File: config.mk
export PLATFORM = sky130hd
export DESIGN_NAME = led_blink_dimming_controller
export DESIGN_NICKNAME = d
export VERILOG_FILES = /design/src/rtl/lbdc_pkg.sv /design/src/rtl/led_blink_dimming_controller.sv
export SDC_FILE = /design/constraint.sdc
export NUM_CORES = 2
export LEC_CHECK = 0
export ABC_AREA = 0
export ABC_CLOCK_PERIOD_IN_PS = 4650
export BUFFER_PORTS_ARGS = -buffer_cell sky130_fd_sc_hd__buf_4
export CELL_PAD_IN_SITES_DETAIL_PLACEMENT = 1
export CELL_PAD_IN_SITES_GLOBAL_PLACEMENT = 2
export CORE_UTILIZATION = 41
export DETAILED_ROUTE_END_ITERATION = 8
export PLACE_DENSITY = 0.9
export SLEW_MARGIN = 20
export SYNTH_ARGS = -nofsm -noshare
export SYNTH_HDL_FRONTEND = slang
export SYNTH_SLANG_ARGS = --single-unit
File: constraint.sdc
create_clock -name clk -period 4.65 [get_ports clk]
set_input_delay 0.6975 -clock clk [delete_from_list [all_inputs] [get_ports clk]]
set_output_delay 0.6975 -clock clk [all_outputs]
set_load 0.02 [all_outputs]
File: src/rtl/lbdc_pkg.sv
// ============================================================================
// LED blink and dimming controller package
// Shared widths, command codes, register indexes and the lightness table.
// ============================================================================
package lbdc_pkg;

    localparam int NUM_CHANNELS_DEF = 8;
    localparam int CHAN_W           = 8;
    localparam int TIME_W           = 16;
    localparam int LEVEL_W          = 7;
    localparam int OPCODE_W         = 3;
    localparam int IN_DATA_W        = 56;
    localparam int OUT_DATA_W       = 8;
    localparam int APB_ADDR_W       = 4;
    localparam int APB_DATA_W       = 32;

    localparam logic [LEVEL_W-1:0] PCT_MAX = 7'd100;

    localparam logic [OPCODE_W-1:0] OP_ON         = 3'd0;
    localparam logic [OPCODE_W-1:0] OP_OFF        = 3'd1;
    localparam logic [OPCODE_W-1:0] OP_TOGGLE     = 3'd2;
    localparam logic [OPCODE_W-1:0] OP_BLINK      = 3'd3;
    localparam logic [OPCODE_W-1:0] OP_BRIGHTNESS = 3'd4;
    localparam logic [OPCODE_W-1:0] OP_TICK       = 3'd5;

    localparam logic [1:0] REG_TICKS_PER_MS   = 2'd0;
    localparam logic [1:0] REG_CHANNEL_ENABLE = 2'd1;
    localparam logic [1:0] REG_ON_LEVEL       = 2'd2;

    localparam logic [TIME_W-1:0] TICKS_PER_MS_RST   = 16'd10;
    localparam logic [CHAN_W-1:0] CHANNEL_ENABLE_RST = 8'hFF;

    localparam logic [LEVEL_W-1:0] LIGHTNESS [0:100] = '{
        7'd0,  7'd0,  7'd0,  7'd0,  7'd0,  7'd1,  7'd1,  7'd1,  7'd1,  7'd1,
        7'd1,  7'd1,  7'd1,  7'd2,  7'd2,  7'd2,  7'd2,  7'd2,  7'd3,  7'd3,
        7'd3,  7'd3,  7'd4,  7'd4,  7'd4,  7'd4,  7'd5,  7'd5,  7'd5,  7'd6,
        7'd6,  7'd7,  7'd7,  7'd8,  7'd8,  7'd8,  7'd9,  7'd10, 7'd10, 7'd11,
        7'd11, 7'd12, 7'd12, 7'd13, 7'd14, 7'd15, 7'd15, 7'd16, 7'd17, 7'd18,
        7'd18, 7'd19, 7'd20, 7'd21, 7'd22, 7'd23, 7'd24, 7'd25, 7'd26, 7'd27,
        7'd28, 7'd29, 7'd30, 7'd32, 7'd33, 7'd34, 7'd35, 7'd37, 7'd38, 7'd39,
        7'd41, 7'd42, 7'd44, 7'd45, 7'd47, 7'd48, 7'd50, 7'd52, 7'd53, 7'd55,
        7'd57, 7'd58, 7'd60, 7'd62, 7'd64, 7'd66, 7'd68, 7'd70, 7'd72, 7'd74,
        7'd76, 7'd78, 7'd81, 7'd83, 7'd85, 7'd88, 7'd90, 7'd92, 7'd95, 7'd97,
        7'd100
    };

    // Saturates the percentage and looks up the PWM duty.
    function automatic logic [LEVEL_W-1:0] duty_of(input logic [LEVEL_W-1:0] level);
        logic [LEVEL_W-1:0] idx;
        idx = (level > PCT_MAX) ? PCT_MAX : level;
        return LIGHTNESS[idx];
    endfunction

endpackage

File: src/rtl/led_blink_dimming_controller.sv
// ============================================================================
// LED blink and dimming controller
// Multi-channel LED on, off, toggle, blink and software PWM dimming.
// ============================================================================
// Each item passes an input register, one pass of per-channel update logic,
// and the result register. Throughput: one item per cycle while the result
// side takes results; a stalled result holds the item in the input register.
// Reset clears all channel state, the prescaler and both valid flags, and
// loads the register defaults.
module led_blink_dimming_controller
    import lbdc_pkg::*;
#(
    parameter int NUM_CHANNELS = NUM_CHANNELS_DEF
)(
    input  logic                  clk,
    input  logic                  rst_n,
    input  logic                  s_tvalid,
    output logic                  s_tready,
    // opcode[2:0], channel_mask[10:3], blink_on_ms[26:11],
    // blink_off_ms[42:27], brightness_level[49:43], zero fill[55:50]
    input  logic [IN_DATA_W-1:0]  s_tdata,
    output logic                  m_tvalid,
    input  logic                  m_tready,
    // pin_levels[7:0]
    output logic [OUT_DATA_W-1:0] m_tdata,
    input  logic                  psel,
    input  logic                  penable,
    input  logic                  pwrite,
    input  logic [APB_ADDR_W-1:0] paddr,
    input  logic [APB_DATA_W-1:0] pwdata,
    output logic [APB_DATA_W-1:0] prdata,
    output logic                  pready
);

    logic [TIME_W-1:0]  ticks_per_ms_reg;
    logic [CHAN_W-1:0]  channel_enable_reg;
    logic               on_level_reg;

    logic                in_valid_reg;
    logic [OPCODE_W-1:0] op_reg;
    logic [CHAN_W-1:0]   mask_reg;
    logic [TIME_W-1:0]   t_on_reg;
    logic [TIME_W-1:0]   t_off_reg;
    logic [LEVEL_W-1:0]  level_reg;

    logic                  out_valid_reg;
    logic [OUT_DATA_W-1:0] pins_reg;
    logic [OUT_DATA_W-1:0] pins_next;

    logic [TIME_W-1:0] prescale_reg;
    logic [TIME_W-1:0] prescale_next;
    logic              strobe;

    logic               lit_reg      [NUM_CHANNELS];
    logic               lit_next     [NUM_CHANNELS];
    logic               blinking_reg [NUM_CHANNELS];
    logic               blinking_next[NUM_CHANNELS];
    logic               phase_on_reg [NUM_CHANNELS];
    logic               phase_on_next[NUM_CHANNELS];
    logic               dimming_reg  [NUM_CHANNELS];
    logic               dimming_next [NUM_CHANNELS];
    logic [TIME_W-1:0]  on_per_reg   [NUM_CHANNELS];
    logic [TIME_W-1:0]  on_per_next  [NUM_CHANNELS];
    logic [TIME_W-1:0]  off_per_reg  [NUM_CHANNELS];
    logic [TIME_W-1:0]  off_per_next [NUM_CHANNELS];
    logic [TIME_W-1:0]  phase_cnt_reg[NUM_CHANNELS];
    logic [TIME_W-1:0]  phase_cnt_next[NUM_CHANNELS];
    logic [LEVEL_W-1:0] pwm_cnt_reg  [NUM_CHANNELS];
    logic [LEVEL_W-1:0] pwm_cnt_next [NUM_CHANNELS];
    logic [LEVEL_W-1:0] duty_reg     [NUM_CHANNELS];
    logic [LEVEL_W-1:0] duty_next    [NUM_CHANNELS];

    logic [CHAN_W-1:0]  sel;
    logic [LEVEL_W-1:0] cmd_duty;
    logic               advance;
    logic               cfg_write;

    assign advance  = in_valid_reg && (!out_valid_reg || m_tready);
    assign s_tready = !in_valid_reg || advance;
    assign m_tvalid = out_valid_reg;
    assign m_tdata  = pins_reg;
    assign pready   = 1'b1;
    assign cfg_write = psel && penable && pwrite && pready;

    always_comb
    begin
        unique case (paddr[3:2])
            REG_TICKS_PER_MS:   prdata = {{(APB_DATA_W-TIME_W){1'b0}}, ticks_per_ms_reg};
            REG_CHANNEL_ENABLE: prdata = {{(APB_DATA_W-CHAN_W){1'b0}}, channel_enable_reg};
            REG_ON_LEVEL:       prdata = {{(APB_DATA_W-1){1'b0}}, on_level_reg};
            default:            prdata = '0;
        endcase
    end

    always_ff @(posedge clk or negedge rst_n)
    begin
        if (!rst_n)
        begin
            ticks_per_ms_reg   <= TICKS_PER_MS_RST;
            channel_enable_reg <= CHANNEL_ENABLE_RST;
            on_level_reg       <= 1'b1;
        end
        else if (cfg_write)
        begin
            unique case (paddr[3:2])
                REG_TICKS_PER_MS:   ticks_per_ms_reg   <= pwdata[TIME_W-1:0];
                REG_CHANNEL_ENABLE: channel_enable_reg <= pwdata[CHAN_W-1:0];
                REG_ON_LEVEL:       on_level_reg       <= pwdata[0];
                default:            ;
            endcase
        end
    end

    always_ff @(posedge clk)
    begin
        if (s_tvalid && s_tready)
        begin
            op_reg    <= s_tdata[2:0];
            mask_reg  <= s_tdata[10:3];
            t_on_reg  <= s_tdata[26:11];
            t_off_reg <= s_tdata[42:27];
            level_reg <= s_tdata[49:43];
        end
        if (advance)
        begin
            pins_reg <= pins_next;
        end
    end

    always_comb
    begin
        logic [LEVEL_W-1:0] lvl;
        lvl      = (level_reg > PCT_MAX) ? PCT_MAX : level_reg;
        cmd_duty = LIGHTNESS[lvl];
        sel      = mask_reg & channel_enable_reg;
        prescale_next = prescale_reg;
        strobe        = 1'b0;
        if (op_reg == OP_TICK)
        begin
            prescale_next = prescale_reg + 16'd1;
            if (prescale_next >= ticks_per_ms_reg)
            begin
                prescale_next = '0;
                strobe        = 1'b1;
            end
        end
    end

    always_comb
    begin
        logic [TIME_W-1:0]  pc_dec;
        logic [LEVEL_W-1:0] pwm_dec;
        logic               swapped;
        pins_next = '0;
        for (int c = 0; c < NUM_CHANNELS; c++)
        begin
            lit_next[c]       = lit_reg[c];
            blinking_next[c]  = blinking_reg[c];
            phase_on_next[c]  = phase_on_reg[c];
            dimming_next[c]   = dimming_reg[c];
            on_per_next[c]    = on_per_reg[c];
            off_per_next[c]   = off_per_reg[c];
            phase_cnt_next[c] = phase_cnt_reg[c];
            pwm_cnt_next[c]   = pwm_cnt_reg[c];
            duty_next[c]      = duty_reg[c];
            pc_dec  = (phase_cnt_reg[c] != '0) ? phase_cnt_reg[c] - 16'd1 : '0;
            pwm_dec = (pwm_cnt_reg[c] != '0) ? pwm_cnt_reg[c] - 7'd1 : '0;
            swapped = 1'b0;
            case (op_reg) inside
                OP_ON, OP_OFF, OP_TOGGLE:
                begin
                    if (sel[c])
                    begin
                        blinking_next[c] = 1'b0;
                        dimming_next[c]  = 1'b0;
                        if (op_reg == OP_ON)
                            lit_next[c] = 1'b1;
                        else if (op_reg == OP_OFF)
                            lit_next[c] = 1'b0;
                        else
                            lit_next[c] = !lit_reg[c];
                    end
                end
                OP_BLINK:
                begin
                    if (sel[c])
                    begin
                        if (t_on_reg == '0 || t_off_reg == '0)
                        begin
                            blinking_next[c] = 1'b0;
                        end
                        else
                        begin
                            on_per_next[c]    = t_on_reg;
                            off_per_next[c]   = t_off_reg;
                            phase_on_next[c]  = lit_reg[c];
                            phase_cnt_next[c] = lit_reg[c] ? t_on_reg : t_off_reg;
                            blinking_next[c]  = 1'b1;
                        end
                    end
                end
                OP_BRIGHTNESS:
                begin
                    if (sel[c])
                    begin
                        if (cmd_duty == '0)
                            lit_next[c] = 1'b0;
                        else if (cmd_duty >= PCT_MAX)
                            lit_next[c] = 1'b1;
                        pwm_cnt_next[c] = '0;
                        duty_next[c]    = cmd_duty;
                        dimming_next[c] = 1'b1;
                    end
                end
                OP_TICK:
                begin
                    if (channel_enable_reg[c])
                    begin
                        if (blinking_reg[c] && strobe)
                        begin
                            phase_cnt_next[c] = pc_dec;
                            if (pc_dec == '0)
                            begin
                                swapped          = 1'b1;
                                lit_next[c]      = !phase_on_reg[c];
                                phase_cnt_next[c] = phase_on_reg[c] ? off_per_reg[c]
                                                                    : on_per_reg[c];
                                phase_on_next[c] = !phase_on_reg[c];
                            end
                        end
                        if (!swapped && dimming_reg[c]
                            && (!blinking_reg[c] || phase_on_reg[c]))
                        begin
                            pwm_cnt_next[c] = pwm_dec;
                            if (pwm_dec == '0)
                            begin
                                pwm_cnt_next[c] = lit_reg[c] ? PCT_MAX - duty_reg[c]
                                                             : duty_reg[c];
                                if (pwm_cnt_next[c] != '0 && pwm_cnt_next[c] < PCT_MAX)
                                    lit_next[c] = !lit_reg[c];
                            end
                        end
                    end
                end
                default:
                begin
                end
            endcase
            if (channel_enable_reg[c])
                pins_next[c] = on_level_reg ? lit_next[c] : !lit_next[c];
            else
                pins_next[c] = !on_level_reg;
        end
    end

    always_ff @(posedge clk or negedge rst_n)
    begin
        if (!rst_n)
        begin
            in_valid_reg  <= 1'b0;
            out_valid_reg <= 1'b0;
            prescale_reg  <= '0;
            for (int c = 0; c < NUM_CHANNELS; c++)
            begin
                lit_reg[c]       <= 1'b0;
                blinking_reg[c]  <= 1'b0;
                phase_on_reg[c]  <= 1'b0;
                dimming_reg[c]   <= 1'b0;
                on_per_reg[c]    <= '0;
                off_per_reg[c]   <= '0;
                phase_cnt_reg[c] <= '0;
                pwm_cnt_reg[c]   <= '0;
                duty_reg[c]      <= '0;
            end
        end
        else
        begin
            if (s_tready)
                in_valid_reg <= s_tvalid;
            if (advance)
                out_valid_reg <= 1'b1;
            else if (m_tready)
                out_valid_reg <= 1'b0;
            if (advance)
            begin
                prescale_reg <= prescale_next;
                for (int c = 0; c < NUM_CHANNELS; c++)
                begin
                    lit_reg[c]       <= lit_next[c];
                    blinking_reg[c]  <= blinking_next[c];
                    phase_on_reg[c]  <= phase_on_next[c];
                    dimming_reg[c]   <= dimming_next[c];
                    on_per_reg[c]    <= on_per_next[c];
                    off_per_reg[c]   <= off_per_next[c];
                    phase_cnt_reg[c] <= phase_cnt_next[c];
                    pwm_cnt_reg[c]   <= pwm_cnt_next[c];
                    duty_reg[c]      <= duty_next[c];
                end
            end
        end
    end

endmodule

# Yosys cells after proc, flatten, opt, wreduce, memory -nomap -nowiden
# Memories as Yosys holds them, arrays and structs flattened.
# Cells that the tools add are included.
# classes
eq_ne	42
n_addsub	25
n_mux	490
bitwise_logic	5
order_cmp	12
reduce_logical	241
# ops
cell	count
$mux 16	89
$mux 7	67
$mux 1	333
$logic_not 16->1	10
$reduce_bool 16->1	8
$sub 16x1->16 const B	8
$reduce_and 5->1	24
$reduce_bool 7->1	16
$reduce_bool 2->1	45
$reduce_and 9->1	8
$reduce_and 8->1	8
$logic_not 7->1	9
$lt 7x7->1 const B	8
$reduce_and 7->1	8
$sub 7x1->7 const B	8
$sub 7x7->7 const A	8
$ne 2x2->1 const B	26
$pmux 16 s3	1
$logic_not 1->1	43
$logic_and 1x1->1	36
$reduce_and 4->1	8
$ne 3x3->1 const B	8
$add 16x1->16 const B	1
$ge 16x16->1	1
17 further kinds	34
# totals
n_memories	1
mem_bits_ro	896
in_bits	99
wordCells	900
regBits	629
output_inout_bits	43
# mem_list
name	depth	word_bits	read_ports	rd_ports_with_merged_regs	wr	line	rtl
(name not given)	128	7	1	0	0	led_blink_dimming_controller.sv:134	cmd_duty = LIGHTNESS[lvl];

# Logic depth before layout (Yosys ltp)
# logic_depth
depth_word	23
mapped_depth	19
depth_no_buf	17

# Worst setup path before layout
# No wires, ideal clock.
# synth_path
path_kind	register to register
from	register prescale_reg[0]
to	register pins_reg[2] (netlist: m_tdata[2]), data pin
stages_incl_launch_ff	17
required_time_ps	4380
path_slack_ps	679
path_buffers	1
t_arrival_ps	3701
cell_sequence	dfrtp_1 -> ha_1 -> nand3_1 -> nor2_1 -> and3_1 -> and3_1 -> nand3_1 -> xnor2_1 -> ha_1 -> nand4_1 -> o41a_1 -> nor2_1 -> clkbuf_1 -> nand3_1 -> a211oi_1 -> a211oi_1 -> xnor2_1
# synth_via
elab_chain_len	23
elab_cells_between_ends	26
# synth_rtl
element	line	rtl
start: declaration	led_blink_dimming_controller.sv:50	logic [TIME_W-1:0] prescale_reg;
start signal: assignment	led_blink_dimming_controller.sv:286	prescale_reg <= prescale_next;
$add 16x1->16 (*)	led_blink_dimming_controller.sv:140	prescale_next = prescale_reg + 16'd1;
$ge 16x16->1 (*)	led_blink_dimming_controller.sv:141	if (prescale_next >= ticks_per_ms_reg)
$mux 1 (*)	led_blink_dimming_controller.sv:141	
$mux 1 (*)	led_blink_dimming_controller.sv:138	if (op_reg == OP_TICK)
$logic_and 1x1->1 (*)	led_blink_dimming_controller.sv:219	if (blinking_reg[c] && strobe)
$mux 1	led_blink_dimming_controller.sv:219	
$mux 1	led_blink_dimming_controller.sv:217	if (channel_enable_reg[c])
$mux 1 (4 in series)	led_blink_dimming_controller.sv:169	case (op_reg) inside
[... 2 more ...]	-	
$logic_and 1x1->1	led_blink_dimming_controller.sv:232	&& (!blinking_reg[c] || phase_on_reg[c]))
$mux 1 (*)	led_blink_dimming_controller.sv:231	if (!swapped && dimming_reg[c]
$mux 1 (*)	led_blink_dimming_controller.sv:217	
$mux 1 (*) (4 in series)	led_blink_dimming_controller.sv:169	
$logic_not 1->1	led_blink_dimming_controller.sv:250	pins_next[c] = on_level_reg ? lit_next[c] : !lit_next[c];
$mux 1 (*)	led_blink_dimming_controller.sv:250	
$mux 1 (*)	led_blink_dimming_controller.sv:249	if (channel_enable_reg[c])
net pins_next[2]	led_blink_dimming_controller.sv:48	logic [OUT_DATA_W-1:0] pins_next;
end signal: assignment	led_blink_dimming_controller.sv:126	pins_reg <= pins_next;
end: declaration	led_blink_dimming_controller.sv:47	logic [OUT_DATA_W-1:0] pins_reg;
# The timed path passes the listed nets; every way through them passes the cells marked *. The select of a mux whose other input is x is not followed.
# A chain may end at the register's enable or synchronous reset.

# Final worst setup path
# layout_path
from	register level_reg[3]
to	register pins_reg[7] (netlist: m_tdata[7]), data pin
# layout_via
elab_chain_len	16
elab_cells_between_ends	17
# layout_rtl
element	line	rtl
start: declaration	led_blink_dimming_controller.sv:44	logic [LEVEL_W-1:0] level_reg;
start signal: assignment	led_blink_dimming_controller.sv:122	level_reg <= s_tdata[49:43];
$gt 7x7->1	led_blink_dimming_controller.sv:133	lvl = (level_reg > PCT_MAX) ? PCT_MAX : level_reg;
$mux 7 (*)	led_blink_dimming_controller.sv:133	
$not 7->8 (not written as such) (*)	led_blink_dimming_controller.sv:134	
$mem_v2 128x7 (*)	-	
$mux 7 (not written as such) (*) (2 in series)	led_blink_dimming_controller.sv:134	
$ge 7x7->1	led_blink_dimming_controller.sv:208	else if (cmd_duty >= PCT_MAX)
$mux 1	led_blink_dimming_controller.sv:208	
$mux 1 (*)	led_blink_dimming_controller.sv:206	if (cmd_duty == '0)
$mux 1 (*)	led_blink_dimming_controller.sv:204	if (sel[c])
$mux 1 (*) (3 in series)	led_blink_dimming_controller.sv:169	
$logic_not 1->1	led_blink_dimming_controller.sv:250	
$mux 1 (*)	led_blink_dimming_controller.sv:250	
$mux 1 (*)	led_blink_dimming_controller.sv:249	
net pins_next[7]	led_blink_dimming_controller.sv:48	
# Marked as above.

==> out/qor.txt <==
via/cell ratio - 6.035
slowest CP cell - a211o_1
GP Congestion - 0.9014
root buffer cell - clkbuf_16
Combinational Power Share - 42.5%
max_slew headroom - 29.26%
reg-to-reg slack, setup - 0.25 ns
die width - 308.7 um
clock-pin transition on the worst setup and hold timing paths - 0.06 ns
Final Util - 46.57%
Main synth FF type - dfrtp_1
Hold WS - 0.07435 ns
CTS Buffer Depth - 3
final wirelength - 126300 um
number of global-route vias before repair - 33770
setup TNS - 0 ns
CP endpoint kind - flop
pin count of the biggest net entering global routing - 144
switching share of power - 39.67%
required time worst endpoint - 5.05 ns
worst slew pin tran - 1.051 ns
yosys warns - 0
minimum clock period - 4.402 ns
CP max FO - 11
die area - 95320 um2
Cell variety after synth - 97
ordered list of cells on the worst path - o311ai_1 -> nand2_1 -> inv_1 -> ha_2 -> nand2_1 -> a21boi_0 -> o221a_2 -> o311ai_0 -> a211o_1 -> o31ai_1 -> a31oi_1 -> or3_1 -> and4_1
Remaining DRCs - 0
IO Count - 142
Filler cells - 10520
syn_area_per_cell - 9.443 um2
final setup margin - 0.2482 ns
clock power share - 25.5%
Post-synth EDFFs - 58
initial antenna violation count - 4
Worst Reg2Reg Path Length in Cells - 13
max-cap violations - 0
outcome - complete, no violations
total power density per cell area - 562.1 nW/um2
RR Endpoint - m_tdata[7]
DPL Wire Length - 82860 um
Layout area overhead - 12.51%
final-report max-slew violation count - 0
Mapped Cells - 4085
cell repeated most along the worst path - nand2_1
Num CTS Buffers - 74
overall global routing resource usage - 26.54%
dpl ws - 0.1089 ns
vias post-DR - 32610
Int Pwr - 14.72 mW
Final setup violation count - 0
Skew-Pair Late Insertion Delay - 0.65 ns
row count - 112
Yosys reg bits - 629
Routed Antenna Nets - 0
Static Leak - 19.28 nW
grt ovf - 0
Worst path max stage delay - 0.52 ns
final hold violations - 0
Max Clock Freq - 227.2 MHz
ys async rst share - 90.78%
fin nets - 4257
VDD IR max - 0.3711 mV
clk sink count - 629
Arrival @ worst endpoint - 4.80 ns
DR pass1 iterations - 5
CTS tree - yes
RR Startpoint - level_reg[3]
Initial Util - 41.40%
Mapped Area - 38580 um2
Worst setup startpoint - level_reg[3]
core box area - 93190 um2
critical path type - flop to flop
H-tree level count - 3
WL per Instance - 23.37 um
commonest non-fill, non-tap cell in the layout - dfrtp_1
global-route wire length before repair - 198200 um
Worst Hold Class - input port to async pin
fin crit share - 94.66%
sequential share of the synthesized area - 41.59%
Startpoint Class - flop
Psw - 9.678 mW
DIE HEIGHT - 308.7 um
worst clock skew - 0.02674 ns
Detailed Route Iter0 Violations - 2285
commonest cells after routing, fill and taps aside - dfrtp_1, nand2_1, o21ai_0
Seq pwr share - 32.0%
layout cells sized above 1 - 19.07%
port bufs - 100
critical path: cells and delay by family (launching register included):
family	cells	cell delay, ns
AO/OA/AOI/OAI	7	2.31
AND/OR/NAND/NOR	4	0.82
adder cells (fa/ha/maj)	1	0.41
flip-flops	1	0.39
buffers and inverters	1	0.23
worst max path at each step:
| stage | depth (start not counted) | endpoint |
|---|---|---|
| floorplan | 16 | m_tdata[2] |
| global placement | 16 | pwm_cnt_reg[0] |
| detailed placement | 18 | phase_cnt_reg[44] |
| CTS | 16 | pwm_cnt_reg[3] |
| global route | 16 | phase_cnt_reg[14] |
| finish | 13 | m_tdata[7] |
power by group through the flow:
stage               sequential [mW]  combinational, mW  clock, mW
finish                         7.80               10.4       6.23
global route                   7.94               11.4       6.53
CTS                            7.76               10.3       6.33
detailed placement             7.85               10.2          0
global placement               7.77               9.93          0
floorplan                      7.37               7.58          0
cell families after synthesis:
logic type / share of synthesized area, %
AOI/OAI and AO/OA: 17.25
xor gates and xnor gates: 2.815
adders and majority gates: 2.206
buffers and inverters: 4.560
DFF: 41.59
muxes: 16.28
other: 0.01947
and+or+nand+nor: 15.28
layer usage:
layer  GRT usage (%)  part of all wire, %  vias to the layer above
met5               0                0.018                        -
met4           10.49                  3.7                        4
met3           3.364                  4.4                      247
met2           43.02                   46                      741
met1           35.95                   45                    16700
li1                -                    -                    14910
through the flow:
| step | total power, mW | std cells | area, um2 |
|---|---|---|---|
| floorplan | 14.94 | 4100 | 38630 |
| global placement | 17.70 | 5265 | 40760 |
| detailed placement | 18.05 | 5265 | 40760 |
| CTS | 24.40 | 5398 | 43320 |
| global route | 25.83 | 5401 | 43400 |
| finish | 24.40 | 5403 | 43400 |
repair_timing:
action	in CTS	in global routing
hold buffers	0	0
buffers inserted	0	2
endpoints found under the setup margin	0	93
resized for setup	0	14
area by class of cell:
class	count	area, um2	area share (%)
sequential	629	16040	36.97
antenna	2	5.005	0.01153
clock buffer	98	2107	4.855
timing repair buffer	229	1805	4.160
tap	1254	1569	3.615
inverter	130	488.0	1.124
clock inverter	35	456.7	1.052
multi-input combinational	3026	20930	48.22
cell usage after synthesis, types with 48 or more instances:
master | n | area, um2
dfrtp_1 | 560 | 14010
nand3_1 | 103 | 515.5
inv_1 | 125 | 469.2
o221ai_1 | 48 | 420.4
o21ai_0 | 429 | 2147
xnor2_1 | 64 | 560.5
nor4_1 | 55 | 344.1
a211oi_1 | 58 | 435.4
nor2_1 | 214 | 803.3
nor3_1 | 95 | 475.5
mux2i_1 | 219 | 2192
mux2_2 | 363 | 4088
ha_1 | 68 | 850.8
a21oi_1 | 122 | 610.6
edfxtp_1 | 58 | 1742
clkbuf_1 | 255 | 957.2
nand2_1 | 430 | 1614
xor2_1 | 60 | 525.5
No activity file was read; power rests on OpenSTA's default activity.
